**src/design/difference_alpha_extractor_macros.svh**
```systemverilog
// ---------------------------------------------------------------------------
// difference_alpha_extractor_macros
// Assertion helpers shared by the difference alpha extractor RTL.
// ---------------------------------------------------------------------------
`ifndef DIFFERENCE_ALPHA_EXTRACTOR_MACROS_SVH
`define DIFFERENCE_ALPHA_EXTRACTOR_MACROS_SVH

// Same-cycle implication, disabled while reset is low.
`define DAE_ASSERT_NOW(label, clk, rstn, ante, cons, msg) \
    label: assert property (@(posedge clk) disable iff (!rstn) (ante) |-> (cons)) \
        else $error(msg);

// Next-cycle implication, disabled while reset is low.
`define DAE_ASSERT_NEXT(label, clk, rstn, ante, cons, msg) \
    label: assert property (@(posedge clk) disable iff (!rstn) (ante) |=> (cons)) \
        else $error(msg);

`endif

```
**src/design/dae_pkg.sv**
```systemverilog
// ---------------------------------------------------------------------------
// dae_pkg
// Shared types, constants and helpers of the difference alpha extractor.
// ---------------------------------------------------------------------------
`timescale 1ns / 1ps

package dae_pkg;

    localparam int unsigned CH_W        = 8;
    localparam int unsigned SIZE_W      = 13;
    localparam int unsigned BOX_W       = 12;
    localparam int unsigned IN_W        = 6 * CH_W;
    localparam int unsigned OUT_W       = 5 * CH_W + 4 * BOX_W;
    localparam int unsigned DEF_MAX_DIM = 4096;

    localparam logic [SIZE_W-1:0] DEF_FRAME_WIDTH  = 13'd1920;
    localparam logic [SIZE_W-1:0] DEF_FRAME_HEIGHT = 13'd1080;

    typedef enum logic [1:0] {
        GRAY_AVG   = 2'd0,
        GRAY_LUM   = 2'd1,
        GRAY_LIGHT = 2'd2
    } gray_mode_t;

    typedef enum logic [1:0] {
        CFG_GRAY_MODE    = 2'd0,
        CFG_FRAME_WIDTH  = 2'd1,
        CFG_FRAME_HEIGHT = 2'd2
    } cfg_index_t;

    typedef struct packed {
        logic restart;
        logic advance;
    } dae_ctrl_t;

    typedef struct packed {
        logic             frame_done;
        logic             crop_apply;
        logic [BOX_W-1:0] box_left;
        logic [BOX_W-1:0] box_right;
        logic [BOX_W-1:0] box_top;
        logic [BOX_W-1:0] box_bottom;
    } dae_status_t;

    // Last valid coordinate for a programmed size: 0 acts as 1, clamp to max_dim.
    function automatic logic [16:0] eff_last(input logic [SIZE_W-1:0] size,
                                             input int unsigned max_dim);
        if (size == '0) begin
            return '0;
        end else if (32'(size) > max_dim) begin
            return 17'(max_dim - 1);
        end else begin
            return 17'(size - 13'd1);
        end
    endfunction

endpackage

```
**src/design/dae_gray.sv**
```systemverilog
// ---------------------------------------------------------------------------
// dae_gray
// RGB to gray conversion: average, luminosity or lightness.
// ---------------------------------------------------------------------------
`timescale 1ns / 1ps

module dae_gray (
    input  logic [1:0]              mode,
    input  logic [dae_pkg::CH_W-1:0] red,
    input  logic [dae_pkg::CH_W-1:0] green,
    input  logic [dae_pkg::CH_W-1:0] blue,
    output logic [dae_pkg::CH_W-1:0] gray
);
    import dae_pkg::*;

    logic [9:0]  sum3;
    logic [10:0] avg_num;
    logic [24:0] avg_prod;
    logic [14:0] lum_num;
    logic [27:0] lum_prod;
    logic [7:0]  hi;
    logic [7:0]  lo;
    logic [8:0]  light_sum;

    always_comb begin
        // round((r+g+b)/3) = (2s+3)/6, divide by 6 via 10923/2^16
        sum3     = 10'(red) + 10'(green) + 10'(blue);
        avg_num  = {sum3, 1'b0} + 11'd3;
        avg_prod = 25'(avg_num) * 25'd10923;

        // 21r + 72g + 7b + 50 as shift-adds, divide by 100 via 5243/2^19
        lum_num  = (15'(red) << 4) + (15'(red) << 2) + 15'(red)
                 + (15'(green) << 6) + (15'(green) << 3)
                 + (15'(blue) << 3) - 15'(blue)
                 + 15'd50;
        lum_prod = 28'(lum_num) * 28'd5243;

        hi = red;
        lo = red;
        if (green > hi) hi = green;
        if (blue > hi)  hi = blue;
        if (green < lo) lo = green;
        if (blue < lo)  lo = blue;
        light_sum = 9'(hi) + 9'(lo) + 9'd1;

        case (mode)
            GRAY_AVG:   gray = avg_prod[23:16];
            GRAY_LIGHT: gray = light_sum[8:1];
            default:    gray = lum_prod[26:19];
        endcase
    end

endmodule

```
**src/design/dae_tracker.sv**
```systemverilog
// ---------------------------------------------------------------------------
// dae_tracker
// Raster position counters, bounding box and frame-end crop decision.
// ---------------------------------------------------------------------------
`timescale 1ns / 1ps

`include "difference_alpha_extractor_macros.svh"

module dae_tracker #(
    parameter int unsigned MAX_DIM = dae_pkg::DEF_MAX_DIM,
    parameter int unsigned CNT_W   = $clog2(MAX_DIM)
) (
    input  logic                aclk,
    input  logic                aresetn,
    input  dae_pkg::dae_ctrl_t  ctrl,
    input  logic                diff_max,
    input  logic [CNT_W-1:0]    last_col,
    input  logic [CNT_W-1:0]    last_line,
    output dae_pkg::dae_status_t status
);
    import dae_pkg::*;

    localparam logic [CNT_W-1:0] RST_LAST_COL  = CNT_W'(eff_last(DEF_FRAME_WIDTH, MAX_DIM));
    localparam logic [CNT_W-1:0] RST_LAST_LINE = CNT_W'(eff_last(DEF_FRAME_HEIGHT, MAX_DIM));

    logic [CNT_W-1:0] col_reg, col_next;
    logic [CNT_W-1:0] line_reg, line_next;
    logic [CNT_W-1:0] left_reg, left_next, left_upd;
    logic [CNT_W-1:0] right_reg, right_next, right_upd;
    logic [CNT_W-1:0] top_reg, top_next, top_upd;
    logic [CNT_W-1:0] bottom_reg, bottom_next, bottom_upd;
    logic             hit;
    logic             col_end;
    logic             done;

    always_comb begin
        hit        = !diff_max;
        left_upd   = (hit && col_reg < left_reg)     ? col_reg  : left_reg;
        right_upd  = (hit && col_reg > right_reg)    ? col_reg  : right_reg;
        top_upd    = (hit && line_reg < top_reg)     ? line_reg : top_reg;
        bottom_upd = (hit && line_reg > bottom_reg)  ? line_reg : bottom_reg;

        col_end = (col_reg >= last_col);
        done    = col_end && (line_reg >= last_line);

        status.frame_done = done;
        status.crop_apply = done && (left_upd < right_upd) && (top_upd < bottom_upd)
                          && ((left_upd != '0) || (top_upd != '0)
                              || (right_upd < last_col) || (bottom_upd < last_line));
        status.box_left   = BOX_W'(left_upd);
        status.box_right  = BOX_W'(right_upd);
        status.box_top    = BOX_W'(top_upd);
        status.box_bottom = BOX_W'(bottom_upd);

        col_next    = col_reg;
        line_next   = line_reg;
        left_next   = left_reg;
        right_next  = right_reg;
        top_next    = top_reg;
        bottom_next = bottom_reg;

        if (ctrl.restart || (ctrl.advance && done)) begin
            col_next    = '0;
            line_next   = '0;
            left_next   = last_col;
            right_next  = '0;
            top_next    = last_line;
            bottom_next = '0;
        end else if (ctrl.advance) begin
            left_next   = left_upd;
            right_next  = right_upd;
            top_next    = top_upd;
            bottom_next = bottom_upd;
            if (col_end) begin
                col_next  = '0;
                line_next = line_reg + CNT_W'(1);
            end else begin
                col_next  = col_reg + CNT_W'(1);
            end
        end
    end

    always_ff @(posedge aclk) begin
        if (!aresetn) begin
            col_reg    <= '0;
            line_reg   <= '0;
            left_reg   <= RST_LAST_COL;
            right_reg  <= '0;
            top_reg    <= RST_LAST_LINE;
            bottom_reg <= '0;
        end else begin
            col_reg    <= col_next;
            line_reg   <= line_next;
            left_reg   <= left_next;
            right_reg  <= right_next;
            top_reg    <= top_next;
            bottom_reg <= bottom_next;
        end
    end

    `DAE_ASSERT_NEXT(a_frame_wrap, aclk, aresetn, ctrl.advance && done, (col_reg == '0) && (line_reg == '0), "counters did not wrap at frame end")
    `DAE_ASSERT_NOW(a_col_range, aclk, aresetn, !ctrl.restart, col_reg <= last_col, "column beyond line width")
    `DAE_ASSERT_NOW(a_line_range, aclk, aresetn, !ctrl.restart, line_reg <= last_line, "line beyond frame height")

endmodule

```
**src/design/difference_alpha_extractor.sv**
```systemverilog
// ---------------------------------------------------------------------------
// difference_alpha_extractor - gray difference, channel mean and alpha per pixel pair
// Path from input word accept to result word valid: input reg, then result reg.
// Throughput: one pixel pair per clock while m_tready holds; gray, diff and box update share one stage.
// Reset: aresetn low clears both stages, loads mode 1 and 1920x1080, restarts the frame.
// ---------------------------------------------------------------------------
`timescale 1ns / 1ps

`include "difference_alpha_extractor_macros.svh"

module difference_alpha_extractor #(
    parameter int unsigned MAX_DIM = dae_pkg::DEF_MAX_DIM
) (
    input  logic                       aclk,
    input  logic                       aresetn,

    // Pixel pair stream.
    input  logic                       s_tvalid,
    output logic                       s_tready,
    // [7:0] first_red, [15:8] first_green, [23:16] first_blue,
    // [31:24] second_red, [39:32] second_green, [47:40] second_blue
    input  logic [dae_pkg::IN_W-1:0]   s_tdata,

    // Result stream.
    output logic                       m_tvalid,
    input  logic                       m_tready,
    // [7:0] gray_diff, [15:8] mean_red, [23:16] mean_green, [31:24] mean_blue,
    // [39:32] alpha_out, [51:40] box_left, [63:52] box_right,
    // [75:64] box_top, [87:76] box_bottom
    output logic [dae_pkg::OUT_W-1:0]  m_tdata,
    output logic                       m_tlast,   // frame_done
    output logic                       m_tuser,   // [0] crop_apply

    // Register write channel: 0 gray_mode, 1 frame_width, 2 frame_height.
    input  logic                       cfg_valid,
    output logic                       cfg_ready,
    input  logic [1:0]                 cfg_index,
    input  logic [dae_pkg::SIZE_W-1:0] cfg_data
);
    import dae_pkg::*;

    localparam int unsigned CNT_W = $clog2(MAX_DIM);

    // ---------------------------------------------------------------
    // Configuration registers. Ready whenever out of reset; size writes
    // restart the frame.
    // ---------------------------------------------------------------
    logic [1:0]        gray_mode_reg, gray_mode_next;
    logic [SIZE_W-1:0] frame_width_reg, frame_width_next;
    logic [SIZE_W-1:0] frame_height_reg, frame_height_next;
    logic              cfg_fire;
    logic              size_write;

    assign cfg_ready = aresetn;
    assign cfg_fire  = cfg_valid && cfg_ready;

    always_comb begin
        gray_mode_next    = gray_mode_reg;
        frame_width_next  = frame_width_reg;
        frame_height_next = frame_height_reg;
        size_write        = 1'b0;
        if (cfg_fire) begin
            case (cfg_index)
                CFG_GRAY_MODE: begin
                    gray_mode_next = cfg_data[1:0];
                end
                CFG_FRAME_WIDTH: begin
                    frame_width_next = cfg_data;
                    size_write       = 1'b1;
                end
                CFG_FRAME_HEIGHT: begin
                    frame_height_next = cfg_data;
                    size_write        = 1'b1;
                end
                default: begin
                    // unmapped index: dropped
                end
            endcase
        end
    end

    always_ff @(posedge aclk) begin
        if (!aresetn) begin
            gray_mode_reg    <= GRAY_LUM;
            frame_width_reg  <= DEF_FRAME_WIDTH;
            frame_height_reg <= DEF_FRAME_HEIGHT;
        end else begin
            gray_mode_reg    <= gray_mode_next;
            frame_width_reg  <= frame_width_next;
            frame_height_reg <= frame_height_next;
        end
    end

    // Effective last coordinates; taken from the _next values so a restart
    // reloads the box from the size being written this cycle.
    logic [CNT_W-1:0] last_col;
    logic [CNT_W-1:0] last_line;

    assign last_col  = CNT_W'(eff_last(frame_width_next, MAX_DIM));
    assign last_line = CNT_W'(eff_last(frame_height_next, MAX_DIM));

    // ---------------------------------------------------------------
    // Two-register pipe: input register -> compute -> result register.
    // Input side keeps taking words while a result waits, as long as the
    // input register is empty or moves on this cycle. Not ready in reset.
    // ---------------------------------------------------------------
    logic [IN_W-1:0] pix_reg;
    logic            a_valid_reg, a_valid_next;
    logic            b_ready;
    logic            a_advance;
    logic            in_fire;

    assign b_ready   = !m_tvalid || m_tready;
    assign a_advance = a_valid_reg && b_ready;
    assign s_tready  = aresetn && (!a_valid_reg || b_ready);
    assign in_fire   = s_tvalid && s_tready;

    always_comb begin
        a_valid_next = a_valid_reg;
        if (in_fire) begin
            a_valid_next = 1'b1;
        end else if (a_advance) begin
            a_valid_next = 1'b0;
        end
    end

    always_ff @(posedge aclk) begin
        if (!aresetn) begin
            a_valid_reg <= 1'b0;
        end else begin
            a_valid_reg <= a_valid_next;
        end
    end

    always_ff @(posedge aclk) begin
        if (in_fire) begin
            pix_reg <= s_tdata;
        end
    end

    // ---------------------------------------------------------------
    // Per-pixel math on the input register.
    // ---------------------------------------------------------------
    logic [CH_W-1:0] gray_first;
    logic [CH_W-1:0] gray_second;
    logic [CH_W-1:0] diff;
    logic [CH_W-1:0] alpha;
    logic [CH_W:0]   sum_red, sum_green, sum_blue;

    dae_gray u_gray_first (
        .mode  (gray_mode_reg),
        .red   (pix_reg[7:0]),
        .green (pix_reg[15:8]),
        .blue  (pix_reg[23:16]),
        .gray  (gray_first)
    );

    dae_gray u_gray_second (
        .mode  (gray_mode_reg),
        .red   (pix_reg[31:24]),
        .green (pix_reg[39:32]),
        .blue  (pix_reg[47:40]),
        .gray  (gray_second)
    );

    always_comb begin
        diff      = (gray_first > gray_second) ? (gray_first - gray_second)
                                               : (gray_second - gray_first);
        alpha     = 8'hFF - diff;
        // round-half-up mean: (a + c + 1) >> 1
        sum_red   = 9'(pix_reg[7:0])   + 9'(pix_reg[31:24]) + 9'd1;
        sum_green = 9'(pix_reg[15:8])  + 9'(pix_reg[39:32]) + 9'd1;
        sum_blue  = 9'(pix_reg[23:16]) + 9'(pix_reg[47:40]) + 9'd1;
    end

    // ---------------------------------------------------------------
    // Position and bounding box; state moves when the pixel leaves the
    // input register, so the result carries the box after this pixel.
    // ---------------------------------------------------------------
    dae_ctrl_t   trk_ctrl;
    dae_status_t trk_status;

    assign trk_ctrl.restart = size_write;
    assign trk_ctrl.advance = a_advance;

    dae_tracker #(
        .MAX_DIM (MAX_DIM),
        .CNT_W   (CNT_W)
    ) u_tracker (
        .aclk      (aclk),
        .aresetn   (aresetn),
        .ctrl      (trk_ctrl),
        .diff_max  (diff == 8'hFF),
        .last_col  (last_col),
        .last_line (last_line),
        .status    (trk_status)
    );

    // ---------------------------------------------------------------
    // Result register.
    // ---------------------------------------------------------------
    logic             m_tvalid_reg, m_tvalid_next;
    logic [OUT_W-1:0] m_tdata_reg;
    logic             m_tlast_reg;
    logic             m_tuser_reg;

    assign m_tvalid_next = b_ready ? a_valid_reg : m_tvalid_reg;

    always_ff @(posedge aclk) begin
        if (!aresetn) begin
            m_tvalid_reg <= 1'b0;
        end else begin
            m_tvalid_reg <= m_tvalid_next;
        end
    end

    always_ff @(posedge aclk) begin
        if (a_advance) begin
            m_tdata_reg <= {trk_status.box_bottom, trk_status.box_top,
                            trk_status.box_right, trk_status.box_left,
                            alpha, sum_blue[8:1], sum_green[8:1], sum_red[8:1], diff};
            m_tlast_reg <= trk_status.frame_done;
            m_tuser_reg <= trk_status.crop_apply;
        end
    end

    assign m_tvalid = m_tvalid_reg;
    assign m_tdata  = m_tdata_reg;
    assign m_tlast  = m_tlast_reg;
    assign m_tuser  = m_tuser_reg;

    `DAE_ASSERT_NEXT(a_stage_hold, aclk, aresetn, a_valid_reg && !b_ready, a_valid_reg && $stable(pix_reg), "input register lost a stalled pixel")
    `DAE_ASSERT_NEXT(a_out_load, aclk, aresetn, a_advance, m_tvalid_reg, "result register missed a pixel")
    `DAE_ASSERT_NOW(a_crop_at_end, aclk, aresetn, m_tvalid_reg && m_tuser_reg, m_tlast_reg, "crop flagged away from frame end")

endmodule
```
**config.mk**
```make
export PLATFORM = sky130hd
export DESIGN_NAME = difference_alpha_extractor
export DESIGN_NICKNAME = d
export VERILOG_FILES = /design/src/design/dae_pkg.sv /design/src/design/dae_gray.sv /design/src/design/dae_tracker.sv /design/src/design/difference_alpha_extractor.sv
export VERILOG_INCLUDE_DIRS = /design/src /design/src/design
export SDC_FILE = /design/constraint.sdc
export NUM_CORES = 2
export LEC_CHECK = 0
export BUFFER_PORTS_ARGS = -buffer_cell sky130_fd_sc_hd__buf_2
export CORE_ASPECT_RATIO = 0.5
export CORE_UTILIZATION = 50
export DETAILED_ROUTE_END_ITERATION = 6
export PLACE_DENSITY = 0.77
export SLEW_MARGIN = 10
export SYNTH_ARGS = -nofsm -noshare
export SYNTH_HDL_FRONTEND = slang
export SYNTH_SLANG_ARGS = --single-unit
```
**constraint.sdc**
```tcl
create_clock -name aclk -period 23.9 [get_ports aclk]
set_input_delay 4.78 -clock aclk [delete_from_list [all_inputs] [get_ports aclk]]
set_output_delay 4.78 -clock aclk [all_outputs]
set_load 0.01 [all_outputs]
```
==> flow_summary.toml <==
[outcome]
status = "finished clean"

[logic_synthesis]
syn_avg_cell_area_sq_um = 9.34
synth_nets = 4474
synth_common_cells = "inv_1, ha_1, fa_1"
ys_ff_latch = 240
yosysWarnings = 0
synthCells = 3477
synth.distinct_cells = 86
synth-main-ff-cell = "edfxtp_1"
ys_top_cells_by_area = "ha_1, fa_1, edfxtp_1"
yosysTopAreaCell = "ha_1"
synth_edf_count = 138
netlist.area_leader.share = 0.254
postSynth.asyncResetShare = 0
netlist_area_sq_um = 32500
synth.most_common_cell = "inv_1"
synth-seq-area-share = 0.190

[detailed_routing]
drtPass1Iterations = 5
finalWirelength_um = 79600
vias = 25000
remaining_drc_errors = 0
first_iter_violations = 1824
post_drt_wl_per_cell_um = 17.6
vias_per_cell = 5.54
ant_nets = 0

[floorplanning]
ios = 161
rows = 65
start_util = 0.511
die_w_um = 362
die_area_sq_um = 66000
fp.coreArea_sq_um = 63600
die_h_um = 182

[sta]
slew_headroom = 0.246
slew_violations = 0
finalCritPeriodShare = 0.666
setup_viol = 0
finalClockSkew_ps = 20.7
setup_tns_ps = 0
tightest_slew_ps = 1130
hold_violations = 0
finalCriticalPeriod_ps = 15910
rsz0062_at_grt = "no"
fmax_mhz = 62.9

[finish]
nets = 4620
final_util = 0.553
antenna-diode-count = 0
layout-drive-gt1-share = 0.0743
fill_cells = 5551
largest_reg_flops = 88
area_growth_pct = 8.33

[grt]
grt_overflow = 0
grt_pass1_wl_um = 129000
grt_pass1_vias = 25200
grt_max_degree = 59
grt_use_total = 0.242
antenna_found_initial = 0

[clock_network]
cts_buffers = 28
cts_tree = "yes"
h-tree-depth = 1
cts_sinks = 240
hold_buffers = 0
cts-root-buf = "clkbuf_16"
post_cts_buffers = 0
cts.repair.resized = 0
cts_buffer_depth = 3
worstSkewPairLatency_ps = 580
clkTransAtPathRegs_ps = 60

[worst_hold_path]
hold_depth = 2
hold_path_class = "reg2reg"

[job]
maxCapViolCount = 0

[worst_setup_path]
crit_path_end_kind = "register"
crit_required_ps = 24310
cp_max_fo = 27
worstPathArrival_ps = 16320
cp_top_family = "compound AO/OA/AOI/OAI gates"
worst_path_max_delay_cell = "o41a_1"
cp_common_cell = "ha_1"
crit_buf_inv = 3
critPathMaxStageDelay_ps = 850
reg2regPathDepth = 55
crit_type = "reg2reg"
start_kind = "register"
cp.depth = 55

[place]
place_hpwl_um = 66500
port_buffers = 160
gp_congestion = 0.934
[worst paths after layout]
| check | start | end | slack, ps |
|---|---|---|---|
| hold reg to reg | u_tracker.top_reg[9]$_SDFFE_PN0P_ | u_tracker.top_reg[9]$_SDFFE_PN0P_ | 470 |
| hold / removal | u_tracker.top_reg[9]$_SDFFE_PN0P_ | u_tracker.top_reg[9]$_SDFFE_PN0P_ | 470 |
| setup reg to reg | pix_reg[2]$_DFFE_PP_ | m_tuser$_DFFE_PP_ | 7990 |
| setup / recovery | pix_reg[2]$_DFFE_PP_ | m_tuser$_DFFE_PP_ | 7990 |
[layer usage]
layer | share of wire | GRT usage | vias up
li1 | - | - | 12200
met4 | 0.033 | 0.0761 | 0
met1 | 0.43 | 0.311 | 12000
met2 | 0.49 | 0.430 | 677
met5 | 0 | 0 | -
met3 | 0.047 | 0.0219 | 143
[placed cells by master, fill, tap and decap left out, types with 79 or more instances in the layout]
cell type    n
dfxtp_1    102
ha_1       660
a21oi_1    209
buf_2      160
inv_1      686
nand2_1    137
o21ai_0    129
edfxtp_1   138
xnor2_1     93
mux2i_1     79
nor2_1     207
fa_1       269
[logic make-up (layout without fill, tap and decap cells)]
group,Yosys count,after routing,share of synthesized area
fa+ha+maj,929,929,0.420
buf+inv,749,917,0.0877
compound gates,652,652,0.130
simple gates,648,648,0.0966
flops,240,240,0.190
xor+xnor,162,162,0.0445
mux,97,97,0.0306
[final cells by class]
class | count | area (sq um) | share of cell area
clock inverters | 18 | 176 | 0.00502
inverters | 689 | 2590 | 0.0736
flip-flops and latches | 240 | 6190 | 0.176
well taps | 871 | 1090 | 0.0310
repair buffers | 176 | 925 | 0.0263
multi-input cells | 2488 | 23500 | 0.667
clock buffers | 34 | 733 | 0.0208
[stage by stage]
step / instances / hold slack (ps) / setup slack, ps / cell area, sq um
global route: 4516 / 491 / 6930 / 35200
detailed placement: 4463 / 453 / 8090 / 34300
global placement: 4463 / 444 / 8680 / 34300
floorplan: 3477 / 432 / 9780 / 32500
finish: 4516 / 472 / 7990 / 35200
CTS: 4515 / 466 / 8020 / 35200
[worst reg2reg max path: cells and delay by family (launching register included)]
family          cells  cell delay, ps
flops               1             500
xor+xnor            3            1010
simple gates       14            2570
buf+inv             3             150
fa+ha+maj          14            5460
compound gates     20            5910
mux                 1             190
Power is left out: the tool's default activity adds up to more than one toggle a clock period on the data nets, which glitch-free logic cannot reach.
